==> src/hw/rtl/fmvu_pkg.sv <==
// Shared types, constants and decode helpers for the packed FM voice unpacker.
`default_nettype none
package fmvu_pkg;

  localparam int unsigned QUEUE_DEPTH_DEF = 4;
  localparam int unsigned MAX_RESULTS     = 3;

  // Byte layout of one packed voice record
  localparam logic [6:0] OP_AREA_BYTES = 7'd102;
  localparam logic [6:0] LAST_BYTE     = 7'd127;
  localparam logic [4:0] OP_LAST_SUB   = 5'd16;

  // One decoded input byte: up to three index/value results
  typedef struct packed {
    logic [4:0]                   slot;
    logic                         done;
    logic [1:0]                   cnt;
    logic [MAX_RESULTS-1:0][7:0]  idx;
    logic [MAX_RESULTS-1:0][7:0]  val;
  } fmvu_run_t;

  // First parameter index of an operator block (21 parameters each)
  function automatic logic [7:0] op_base(input logic [2:0] op);
    op_base = {1'b0, op, 4'b0000} + {3'b000, op, 2'b00} + {5'b00000, op};
  endfunction

  // floor(v*99/255) for v above 99, v itself otherwise
  function automatic logic [7:0] scale99(input logic [6:0] v);
    logic [7:0] r;
    case (v)
      7'd100:  r = 8'd38;
      7'd101:  r = 8'd39;
      7'd102:  r = 8'd39;
      7'd103:  r = 8'd39;
      7'd104:  r = 8'd40;
      7'd105:  r = 8'd40;
      7'd106:  r = 8'd41;
      7'd107:  r = 8'd41;
      7'd108:  r = 8'd41;
      7'd109:  r = 8'd42;
      7'd110:  r = 8'd42;
      7'd111:  r = 8'd43;
      7'd112:  r = 8'd43;
      7'd113:  r = 8'd43;
      7'd114:  r = 8'd44;
      7'd115:  r = 8'd44;
      7'd116:  r = 8'd45;
      7'd117:  r = 8'd45;
      7'd118:  r = 8'd45;
      7'd119:  r = 8'd46;
      7'd120:  r = 8'd46;
      7'd121:  r = 8'd46;
      7'd122:  r = 8'd47;
      7'd123:  r = 8'd47;
      7'd124:  r = 8'd48;
      7'd125:  r = 8'd48;
      7'd126:  r = 8'd48;
      7'd127:  r = 8'd49;
      default: r = {1'b0, v};
    endcase
    scale99 = r;
  endfunction

endpackage
`default_nettype wire

==> src/hw/rtl/fmvu_front.sv <==
// Front end: tracks byte position and decodes each byte into a run of results.
`default_nettype none
module fmvu_front (
  input  wire logic            clk,
  input  wire logic            rst_n,
  input  wire logic            in_valid,
  input  wire logic [7:0]      in_packed_byte,
  input  wire logic [4:0]      in_voice_slot,
  input  wire logic            in_start_voice,
  input  wire logic            q_full,
  output logic                 q_push,
  output fmvu_pkg::fmvu_run_t  q_wdata
);

  logic [6:0] pos_r, pos_nxt;
  logic [2:0] op_r,  op_nxt;
  logic [4:0] sub_r, sub_nxt;
  logic [6:0] pos;
  logic [2:0] op;
  logic [4:0] sub;
  logic [7:0] base;
  logic [6:0] b7;
  fmvu_pkg::fmvu_run_t run;

  assign q_push = in_valid && !q_full;

  // Restart drops the current position
  assign pos  = in_start_voice ? 7'd0 : pos_r;
  assign op   = in_start_voice ? 3'd0 : op_r;
  assign sub  = in_start_voice ? 5'd0 : sub_r;
  assign base = fmvu_pkg::op_base(op);
  assign b7   = in_packed_byte[6:0];

  always_comb begin
    pos_nxt = pos + 7'd1;
    op_nxt  = op;
    sub_nxt = sub + 5'd1;
    if (pos == fmvu_pkg::LAST_BYTE) begin
      op_nxt  = 3'd0;
      sub_nxt = 5'd0;
    end else if (pos >= fmvu_pkg::OP_AREA_BYTES) begin
      // hold operator and sub-byte counters through the global area
      sub_nxt = sub;
    end else if (sub == fmvu_pkg::OP_LAST_SUB) begin
      op_nxt  = op + 3'd1;
      sub_nxt = 5'd0;
    end
  end

  always_comb begin
    run      = '0;
    run.slot = in_voice_slot;
    run.done = (pos == fmvu_pkg::LAST_BYTE);
    if (pos < fmvu_pkg::OP_AREA_BYTES) begin
      unique case (sub) inside
        [5'd0:5'd10]: begin
          run.cnt    = 2'd1;
          run.idx[0] = base + {3'd0, sub};
          run.val[0] = in_packed_byte;
        end
        5'd11: begin
          run.cnt    = 2'd2;
          run.idx[0] = base + 8'd11;
          run.val[0] = {6'd0, in_packed_byte[1:0]};
          run.idx[1] = base + 8'd12;
          run.val[1] = {6'd0, in_packed_byte[3:2]};
        end
        5'd12: begin
          run.cnt    = 2'd2;
          run.idx[0] = base + 8'd13;
          run.val[0] = {5'd0, in_packed_byte[2:0]};
          run.idx[1] = base + 8'd20;
          run.val[1] = {4'd0, in_packed_byte[6:3]};
        end
        5'd13: begin
          run.cnt    = 2'd2;
          run.idx[0] = base + 8'd14;
          run.val[0] = {6'd0, in_packed_byte[1:0]};
          run.idx[1] = base + 8'd15;
          run.val[1] = {5'd0, in_packed_byte[4:2]};
        end
        5'd14: begin
          run.cnt    = 2'd1;
          run.idx[0] = base + 8'd16;
          run.val[0] = {1'b0, b7};
        end
        5'd15: begin
          run.cnt    = 2'd2;
          run.idx[0] = base + 8'd17;
          run.val[0] = {7'd0, in_packed_byte[0]};
          run.idx[1] = base + 8'd18;
          run.val[1] = {3'd0, in_packed_byte[5:1]};
        end
        default: begin
          run.cnt    = 2'd1;
          run.idx[0] = base + 8'd19;
          run.val[0] = {1'b0, b7};
        end
      endcase
    end else begin
      unique case (pos) inside
        [7'd102:7'd109]: begin
          run.cnt    = 2'd1;
          run.idx[0] = {1'b0, pos} + 8'd24;
          run.val[0] = fmvu_pkg::scale99(b7);
        end
        7'd110: begin
          run.cnt    = 2'd1;
          run.idx[0] = 8'd134;
          run.val[0] = {3'd0, in_packed_byte[4:0]};
        end
        7'd111: begin
          run.cnt    = 2'd2;
          run.idx[0] = 8'd135;
          run.val[0] = {5'd0, in_packed_byte[2:0]};
          run.idx[1] = 8'd136;
          run.val[1] = {7'd0, in_packed_byte[3]};
        end
        [7'd112:7'd115]: begin
          run.cnt    = 2'd1;
          run.idx[0] = {1'b0, pos} + 8'd25;
          run.val[0] = {1'b0, b7};
        end
        7'd116: begin
          run.cnt    = 2'd3;
          run.idx[0] = 8'd141;
          run.val[0] = {7'd0, in_packed_byte[0]};
          run.idx[1] = 8'd142;
          run.val[1] = {5'd0, in_packed_byte[3:1]};
          run.idx[2] = 8'd143;
          run.val[2] = {5'd0, in_packed_byte[6:4]};
        end
        7'd117: begin
          run.cnt    = 2'd1;
          run.idx[0] = 8'd144;
          run.val[0] = {1'b0, b7};
        end
        default: begin
          run.cnt    = 2'd1;
          run.idx[0] = {1'b0, pos} + 8'd27;
          run.val[0] = {1'b0, b7};
        end
      endcase
    end
  end

  assign q_wdata = run;

  always_ff @(posedge clk) begin
    if (!rst_n) begin
      pos_r <= 7'd0;
      op_r  <= 3'd0;
      sub_r <= 5'd0;
    end else if (q_push) begin
      pos_r <= pos_nxt;
      op_r  <= op_nxt;
      sub_r <= sub_nxt;
    end
  end

endmodule
`default_nettype wire

==> src/hw/rtl/fmvu_queue.sv <==
// Small queue of decoded runs between the front and back ends.
`default_nettype none
module fmvu_queue #(
  parameter int unsigned DEPTH = fmvu_pkg::QUEUE_DEPTH_DEF
) (
  input  wire logic            clk,
  input  wire logic            rst_n,
  input  wire logic            push,
  input  wire fmvu_pkg::fmvu_run_t wdata,
  input  wire logic            pop,
  output logic                 full,
  output logic                 not_empty,
  output fmvu_pkg::fmvu_run_t  rdata
);

  localparam int unsigned AW = (DEPTH > 1) ? $clog2(DEPTH) : 1;
  localparam int unsigned CW = $clog2(DEPTH + 1);
  localparam logic [AW-1:0] LAST_PTR = AW'(DEPTH - 1);
  localparam logic [CW-1:0] FULL_CNT = CW'(DEPTH);

  fmvu_pkg::fmvu_run_t mem_r [DEPTH];
  logic [AW-1:0] wr_ptr_r, rd_ptr_r;
  logic [CW-1:0] count_r;
  logic          do_pop;

  assign full      = (count_r == FULL_CNT);
  assign not_empty = (count_r != '0);
  assign rdata     = mem_r[rd_ptr_r];
  assign do_pop    = pop && not_empty;

  always_ff @(posedge clk) begin
    if (push) begin
      mem_r[wr_ptr_r] <= wdata;
    end
  end

  always_ff @(posedge clk) begin
    if (!rst_n) begin
      wr_ptr_r <= '0;
      rd_ptr_r <= '0;
      count_r  <= '0;
    end else begin
      if (push) begin
        wr_ptr_r <= (wr_ptr_r == LAST_PTR) ? '0 : wr_ptr_r + AW'(1);
      end
      if (do_pop) begin
        rd_ptr_r <= (rd_ptr_r == LAST_PTR) ? '0 : rd_ptr_r + AW'(1);
      end
      if (push && !do_pop) begin
        count_r <= count_r + CW'(1);
      end else if (!push && do_pop) begin
        count_r <= count_r - CW'(1);
      end
    end
  end

endmodule
`default_nettype wire

==> src/hw/rtl/fmvu_back.sv <==
// Back end: walks each queued run and presents one result per transaction.
`default_nettype none
module fmvu_back (
  input  wire logic            clk,
  input  wire logic            rst_n,
  input  wire logic            q_not_empty,
  input  wire fmvu_pkg::fmvu_run_t q_rdata,
  output logic                 q_pop,
  output logic                 out_valid,
  input  wire logic            out_stall,
  output logic [4:0]           out_slot_echo,
  output logic [7:0]           out_param_index,
  output logic [7:0]           out_param_value,
  output logic                 out_last_of_run,
  output logic                 out_voice_done
);

  logic [1:0] sel_r;
  logic       valid_r;
  logic [4:0] slot_r;
  logic [7:0] idx_r, val_r;
  logic       last_r, done_r;
  logic       load, is_last;

  // Output register takes a new result when empty or being drained
  assign load    = q_not_empty && (!valid_r || !out_stall);
  assign is_last = (sel_r == (q_rdata.cnt - 2'd1));
  assign q_pop   = load && is_last;

  always_ff @(posedge clk) begin
    if (!rst_n) begin
      valid_r <= 1'b0;
      sel_r   <= 2'd0;
    end else begin
      if (load) begin
        valid_r <= 1'b1;
        sel_r   <= is_last ? 2'd0 : sel_r + 2'd1;
      end else if (!out_stall) begin
        valid_r <= 1'b0;
      end
    end
  end

  always_ff @(posedge clk) begin
    if (load) begin
      slot_r <= q_rdata.slot;
      idx_r  <= q_rdata.idx[sel_r];
      val_r  <= q_rdata.val[sel_r];
      last_r <= is_last;
      done_r <= q_rdata.done;
    end
  end

  assign out_valid       = valid_r;
  assign out_slot_echo   = slot_r;
  assign out_param_index = idx_r;
  assign out_param_value = val_r;
  assign out_last_of_run = last_r;
  assign out_voice_done  = done_r;

endmodule
`default_nettype wire

==> src/hw/rtl/fm_voice_packed_unpack_unit.sv <==
// Top level of the packed FM voice unpacker: front decode, run queue, result serializer.
// Path: an accepted byte is written into the run queue, then its first result is loaded into the output register.
// Throughput: one result per cycle from the back end while out_stall is low; a byte
//   yields 1 to 3 results (the parameters it decodes to); the front end takes one byte
//   per cycle while the run queue has room.
// Reset (rst_n low, synchronous): byte position returns to zero, queue and output empty.
`default_nettype none
module fm_voice_packed_unpack_unit #(
  parameter int unsigned QUEUE_DEPTH = fmvu_pkg::QUEUE_DEPTH_DEF
) (
  input  wire logic       clk,
  input  wire logic       rst_n,
  input  wire logic       in_valid,
  output logic            in_stall,
  input  wire logic [7:0] in_packed_byte,
  input  wire logic [4:0] in_voice_slot,
  input  wire logic       in_start_voice,
  output logic            out_valid,
  input  wire logic       out_stall,
  output logic [4:0]      out_slot_echo,
  output logic [7:0]      out_param_index,
  output logic [7:0]      out_param_value,
  output logic            out_last_of_run,
  output logic            out_voice_done
);

  logic                q_push, q_pop, q_full, q_not_empty;
  fmvu_pkg::fmvu_run_t q_wdata, q_rdata;

  assign in_stall = q_full;

  fmvu_front u_front (
    .clk            (clk),
    .rst_n          (rst_n),
    .in_valid       (in_valid),
    .in_packed_byte (in_packed_byte),
    .in_voice_slot  (in_voice_slot),
    .in_start_voice (in_start_voice),
    .q_full         (q_full),
    .q_push         (q_push),
    .q_wdata        (q_wdata)
  );

  fmvu_queue #(
    .DEPTH (QUEUE_DEPTH)
  ) u_queue (
    .clk       (clk),
    .rst_n     (rst_n),
    .push      (q_push),
    .wdata     (q_wdata),
    .pop       (q_pop),
    .full      (q_full),
    .not_empty (q_not_empty),
    .rdata     (q_rdata)
  );

  fmvu_back u_back (
    .clk             (clk),
    .rst_n           (rst_n),
    .q_not_empty     (q_not_empty),
    .q_rdata         (q_rdata),
    .q_pop           (q_pop),
    .out_valid       (out_valid),
    .out_stall       (out_stall),
    .out_slot_echo   (out_slot_echo),
    .out_param_index (out_param_index),
    .out_param_value (out_param_value),
    .out_last_of_run (out_last_of_run),
    .out_voice_done  (out_voice_done)
  );

endmodule
`default_nettype wire

==> config.mk <==
export PLATFORM = sky130hd
export DESIGN_NAME = fm_voice_packed_unpack_unit
export DESIGN_NICKNAME = d
export VERILOG_FILES = /design/src/hw/rtl/fmvu_pkg.sv /design/src/hw/rtl/fmvu_front.sv /design/src/hw/rtl/fmvu_queue.sv /design/src/hw/rtl/fmvu_back.sv /design/src/hw/rtl/fm_voice_packed_unpack_unit.sv
export SDC_FILE = /design/constraint.sdc
export NUM_CORES = 1
export LEC_CHECK = 0
export ABC_AREA = 1
export BUFFER_PORTS_ARGS = -buffer_cell sky130_fd_sc_hd__buf_2
export CELL_PAD_IN_SITES_DETAIL_PLACEMENT = 1
export CELL_PAD_IN_SITES_GLOBAL_PLACEMENT = 2
export CORE_ASPECT_RATIO = 0.75
export CORE_MARGIN = 8
export CORE_UTILIZATION = 40
export CTS_CLUSTER_SIZE = 8
export DETAILED_ROUTE_END_ITERATION = 6
export PLACE_DENSITY_LB_ADDON = 0.1
export SETUP_SLACK_MARGIN = 0.5
export SKIP_CTS_REPAIR_TIMING = 1
export SLEW_MARGIN = 40
export SYNTH_ARGS = -nofsm -noshare
export SYNTH_HDL_FRONTEND = slang
export SYNTH_SLANG_ARGS = --single-unit
export TNS_END_PERCENT = 10
==> constraint.sdc <==
create_clock -name clk -period 6.1 [get_ports clk]
set_input_delay 1.22 -clock clk [delete_from_list [all_inputs] [get_ports clk]]
set_output_delay 1.22 -clock clk [all_outputs]
set_load 0.01 [all_outputs]
# Yosys cells after proc, flatten, opt, wreduce, memory -nomap -nowiden
# Memory sizes are Yosys's and may differ from the RTL's. A register that Yosys moved wholly into a read port is not among the register bits.
# Index checks and enable logic that the tools add are counted.
[word_totals]
regBits = 48
mem_bits_rw = 204
input_bits = 18
out_inout_bits = 25
elab_cells = 162
n_memories = 1
[mem_list]
columns = ["memory", "words", "width", "read_ports", "rd_ports_with_merged_regs", "write_ports", "line", "source"]
rows = [
  ["u_queue.mem_r", 4, 51, 1, 1, 1, "fmvu_queue.sv:21", "fmvu_pkg::fmvu_run_t mem_r [DEPTH];"],
]
[op_classes]
n_addsub = 25
order_cmp = 8
eq_ne = 44
n_mux = 42
n_reduce_logical = 29
[op_table]
columns = ["op", "count"]
rows = [
  ["7-bit == test (second input constant)", 33],
  ["8-bit case mux with 6 select lines", 2],
  ["7-bit case mux with 12 select lines", 1],
  ["8-bit case mux with 4 select lines", 2],
  ["8-bit by 4-bit adder with 8-bit output (second input constant)", 5],
  ["8-bit by 5-bit adder with 8-bit output (second input constant)", 5],
  ["8-bit binary-select mux with 2-bit select", 2],
  ["16-bit two-way mux", 2],
  ["8-bit two-way mux", 4],
  ["7-bit case mux with 4 select lines", 1],
  ["5-bit by 4-bit == test with 1-bit output (second input constant)", 5],
  ["7-bit by 5-bit adder with 8-bit output (second input constant)", 3],
  ["3-bit two-way mux", 8],
  ["5-bit two-way mux", 4],
  ["5-bit case mux with 4 select lines", 1],
  ["3-bit OR reduction", 6],
  ["8-bit case mux with 2 select lines", 1],
  ["7-bit >= comparator (second input constant)", 2],
  ["7-bit less-or-equal comparator (second input constant)", 2],
  ["2-bit two-way mux", 7],
  ["2-bit OR reduction", 5],
  ["1-bit logical AND", 9],
  ["7-bit by 5-bit adder with 8-bit output", 1],
  ["8-bit by 3-bit adder with 8-bit output", 1],
  ["25 further kinds", 36],
]

# Depth between registers and ports, before layout
[depth]
word_depth = 8
ltp_mapped = 22
depth_no_buf = 22

# Hierarchy
# Synthesis repeated with hierarchy kept, for this count alone.
[hier_totals]
hier_cells = 1342
hier_area_um2 = 13932.1
[by_module_without_submodules]
columns = ["module", "n_inst", "cells_each", "area_each_um2", "seq_area_each_um2"]
rows = [
  ["fmvu_queue", 1, 606, 9105.0, 6906.6],
  ["fmvu_front", 1, 610, 3560.9, 300.3],
  ["fmvu_back", 1, 126, 1266.2, 750.7],
]

# Least setup slack after synthesis
# OpenSTA, ideal clock, no wires.
[synth_timing]
path_kind = "input -> register"
start = "in in_start_voice"
end = "mem u_queue.mem_r[0][32] (netlist bit) (data pin)"
setup_time_ns = 0.257
t_arrival_ns = 3.915
t_required_ns = 5.843
setup_slack_ns = 1.928
path_stages = 19
n_path_buf = 2
path_cell_list = "buf_6 > inv_4 > buf_8 > nand2_1 > inv_1 > ha_1 > ha_1 > xnor2_1 > inv_1 > ha_1 > inv_1 > nor2_1 > nor2_1 > o31ai_2 > or2_2 > nand3_1 > nand3_1 > nand2_1 > inv_1"
[synth_lines]
columns = ["element", "line", "source"]
rows = [
  ["start: declaration", "fm_voice_packed_unpack_unit.sv:17", "input wire logic in_start_voice,"],
  ["end: declaration", "fmvu_queue.sv:21", ""],
]

==> flow_summary.yaml <==
outcome:
  status: "finished, final reports clean"
yosys:
  ys.flop_type: "edfxtp_1"
  synth_area_um2: 10900
  synth-seq-cells: 214
  synth_cells: 1136
  synth_top_cell_area_share_pct: 51.5
  avgSynthCellArea_um2: 9.59
  synthDistinctLibCells: 48
  async_reset_ff_share_pct: 0
  ys_seq_area_share_pct: 56.5
  synth_area_leaders: "edfxtp_1, nand2_1, o21ai_0"
  yosysTopAreaCell: "edfxtp_1"
  synth_edf_count: 187
  synth_common_cells: "nand2_1, edfxtp_1, nor2_1"
  synth_most_common_cell: "nand2_1"
  synth_nets: 1197
  yosysWarnings: 0
critical_path:
  cp_max_fo: 12
  worstPathArrival_ns: 4.80
  r2r_setup_slack_ns: 2.36
  crit_required_ns: 6.36
  critPathSlowestCell: "xnor2_1"
  r2r.worst_path.cells: 22
  start_kind: "input port"
  path_class: "input port to flop"
  crit_path_max_incr_delay_ns: 0.54
  cp-end-kind: "flop"
  worstPathCellList: "buf_2, inv_4, nand2_1, inv_1, ha_1, ha_1, xnor2_1, inv_1, ha_1, nand2_1, inv_1, nand2_1, nand2_1, inv_1, o21ai_0, a21oi_1, nor2_1, nor2_1"
  rr_endpoint: "u_queue.mem_r[1][25]"
  r2r-start: "u_front.sub_r[0]"
timing:
  fin_worst_skew_ns: 0.0106
  drv_slew: 0
  rsz0062_at_grt: "no"
  period_needed_ns: 4.54
  setup_tns_ns: 0
  tightest_slew_ns: 0.760
  slew_headroom_pct: 49.3
  fin_crit_sh_pct: 74.4
  setup_viol: 0
  timing.fmax_ghz: 0.220
  hold_violations: 0
cts:
  clk_pin_slew_ns: 0.05
  clock_path_buffers: 3
  clk_latency_ns: 0.53
  clock_sinks: 214
  cts_root_buffer: "clkbuf_16"
  cts-buffers-inserted: 30
  tritoncts: "yes"
  cts_max_level: 1
layout:
  areaGrowthSynthToFinish_pct: 13.6
  nNetsFinal: 1243
  antenna-diode-count: 0
  utilization_pct: 46.1
  drive_above_1_share_pct: 12.5
  stdcell_area_um2: 12400
flow_run:
  maxCapViolations: 0
routing:
  drtIter0Drc: 532
  drtAntennaViolNets: 0
  dr.pass1.iters: 4
  wl_mm: 32.0
  wl_per_cell_um: 20.5
  vias_per_cell: 5.35
  vias: 8326
  drc_errors: 0
floorplanning:
  io_pins: 43
  core-area_um2: 26900
  num_rows: 52
  die_w_um: 207
  start_util_pct: 40.6
  die_height_um: 159
  fp.dieArea_um2: 32800
placed_design:
  place_area_um2: 11500
  place_congestion: 0.900
  dp_hpwl_mm: 21.7
  port_buffers: 42
global_routing:
  grt.overflow.total: 0
  grt_pass1_wl_mm: 50.8
  grt_pass1_vias: 8682
  antenna_found_initial: 0
  grt_max_degree: 83
  grt_usage_pct: 19.6
worst_hold_path:
  hold_start: "u_front.sub_r[0]"
  hold_end: "u_front.sub_r[0]"
  hold_class: "flop to flop"
  hold_depth: 2
pwr:
  ir_drop_mv: 0.266
  power_density_nw_per_um2: 377
  leakagePower_nw: 4.89
  power.total_w: 0.00467
## per-layer routing
metal  wire length, µm  track usage (%)  vias to the layer above
met5                 0                0                        -
met2             14700             31.6                      120
li1                  -                -                     4033
met1             15600             27.8                     4142
met3              1260             2.99                       31
met4               401             3.49                        0
## state kept, by name (all words and copies together) (netlist names), named ones only
| name | flops |
|---|---|
| u_front.op_r | 3 |
| u_front.pos_r | 7 |
| u_back.out_slot_echo | 5 |
| u_queue.wr_ptr_r | 2 |
| u_back.out_voice_done | 1 |
| u_back.out_param_value | 8 |
| u_queue.mem_r | 164 |
| u_queue.count_r | 3 |
| u_queue.rd_ptr_r | 2 |
| u_back.out_param_index | 8 |
| u_back.sel_r | 2 |
| u_front.sub_r | 5 |
| u_back.out_last_of_run | 1 |
| u_back.out_valid | 1 |
## worst max-delay path: cells and delay by family
kind / cells / cell delay (ns)
fa+ha+maj: 3 / 0.95
buf+inv: 6 / 1.12
xor+xnor: 1 / 0.54
simple gates: 6 / 0.71
compound gates: 2 / 0.25
## power breakdown
part	switching, W	internal, W
clock	0.000594	0.000939
combinational	0.000834	0.000349
sequential	0.0000724	0.00188
## metrics by stage
step                      hold WS [ns]  worst slack [ns]  cells
after global placement           0.454              1.33   1501
after global routing             0.491              1.34   1556
after CTS                        0.465              1.65   1556
after floorplan                  0.445              1.93   1136
after detailed placement         0.456              1.11   1501
final                            0.464              1.56   1556
## cells by family (layout without fill, tap and decap cells)
family / count (synthesis) / after routing / synth area share, %
AO/OA/AOI/OAI: 250 / 250 / 12.8
adder cells (fa/ha/maj): 43 / 43 / 5.28
flip-flops: 214 / 214 / 56.5
XOR/XNOR: 17 / 17 / 1.44
buffers and inverters: 144 / 213 / 5.37
AND/OR/NAND/NOR: 468 / 468 / 18.6
## cells in the final DEF, fill, tap and decap left out, types with 3 or more instances in the layout
cell / Yosys / layout
a211oi_1: 5 / 5
a21oi_1: 51 / 51
a22o_1: 5 / 5
a31oi_1: 5 / 4
buf_2: 6 / 42
buf_4: 2 / 14
clkbuf_1: 30 / 24
clkbuf_16: 0 / 31
clkinv_1: 3 / 3
dfxtp_1: 27 / 26
edfxtp_1: 187 / 187
fa_1: 5 / 5
ha_1: 38 / 38
inv_1: 88 / 88
inv_2: 8 / 8
nand2_1: 194 / 193
nand2_2: 10 / 11
nand2_4: 3 / 3
nand3_1: 63 / 63
nand4_1: 7 / 7
nor2_1: 154 / 149
nor2_2: 12 / 12
nor2_4: 3 / 8
nor3_1: 8 / 8
o211ai_1: 3 / 3
o21ai_0: 120 / 120
o21ai_1: 7 / 7
o221ai_1: 3 / 3
o22ai_1: 43 / 43
or2_2: 8 / 8
xor2_1: 15 / 15
## worst max-delay path by stage
| stage | startpoint | end | slack (ns) |
|---|---|---|---|
| after floorplan | in_start_voice | u_queue.mem_r[0][32] | 1.93 |
| after global placement | in_start_voice | u_queue.mem_r[1][25] | 1.33 |
| after detailed placement | in_start_voice | u_queue.mem_r[1][26] | 1.11 |
| after CTS | in_start_voice | u_queue.mem_r[0][26] | 1.65 |
| after global routing | in_start_voice | u_queue.mem_r[1][32] | 1.34 |
| final | in_start_voice | u_queue.mem_r[0][26] | 1.56 |
## final cells by class
class / instances / area, µm²
Multi-Input combinational cell: 778 / 4210
Clock buffer: 55 / 866
Sequential cell: 214 / 6160
Timing Repair Buffer: 57 / 327
Fill cell: 3011 / 14500
Inverter: 101 / 383
Tap cell: 351 / 439
(Power assumes the default switching activity.)
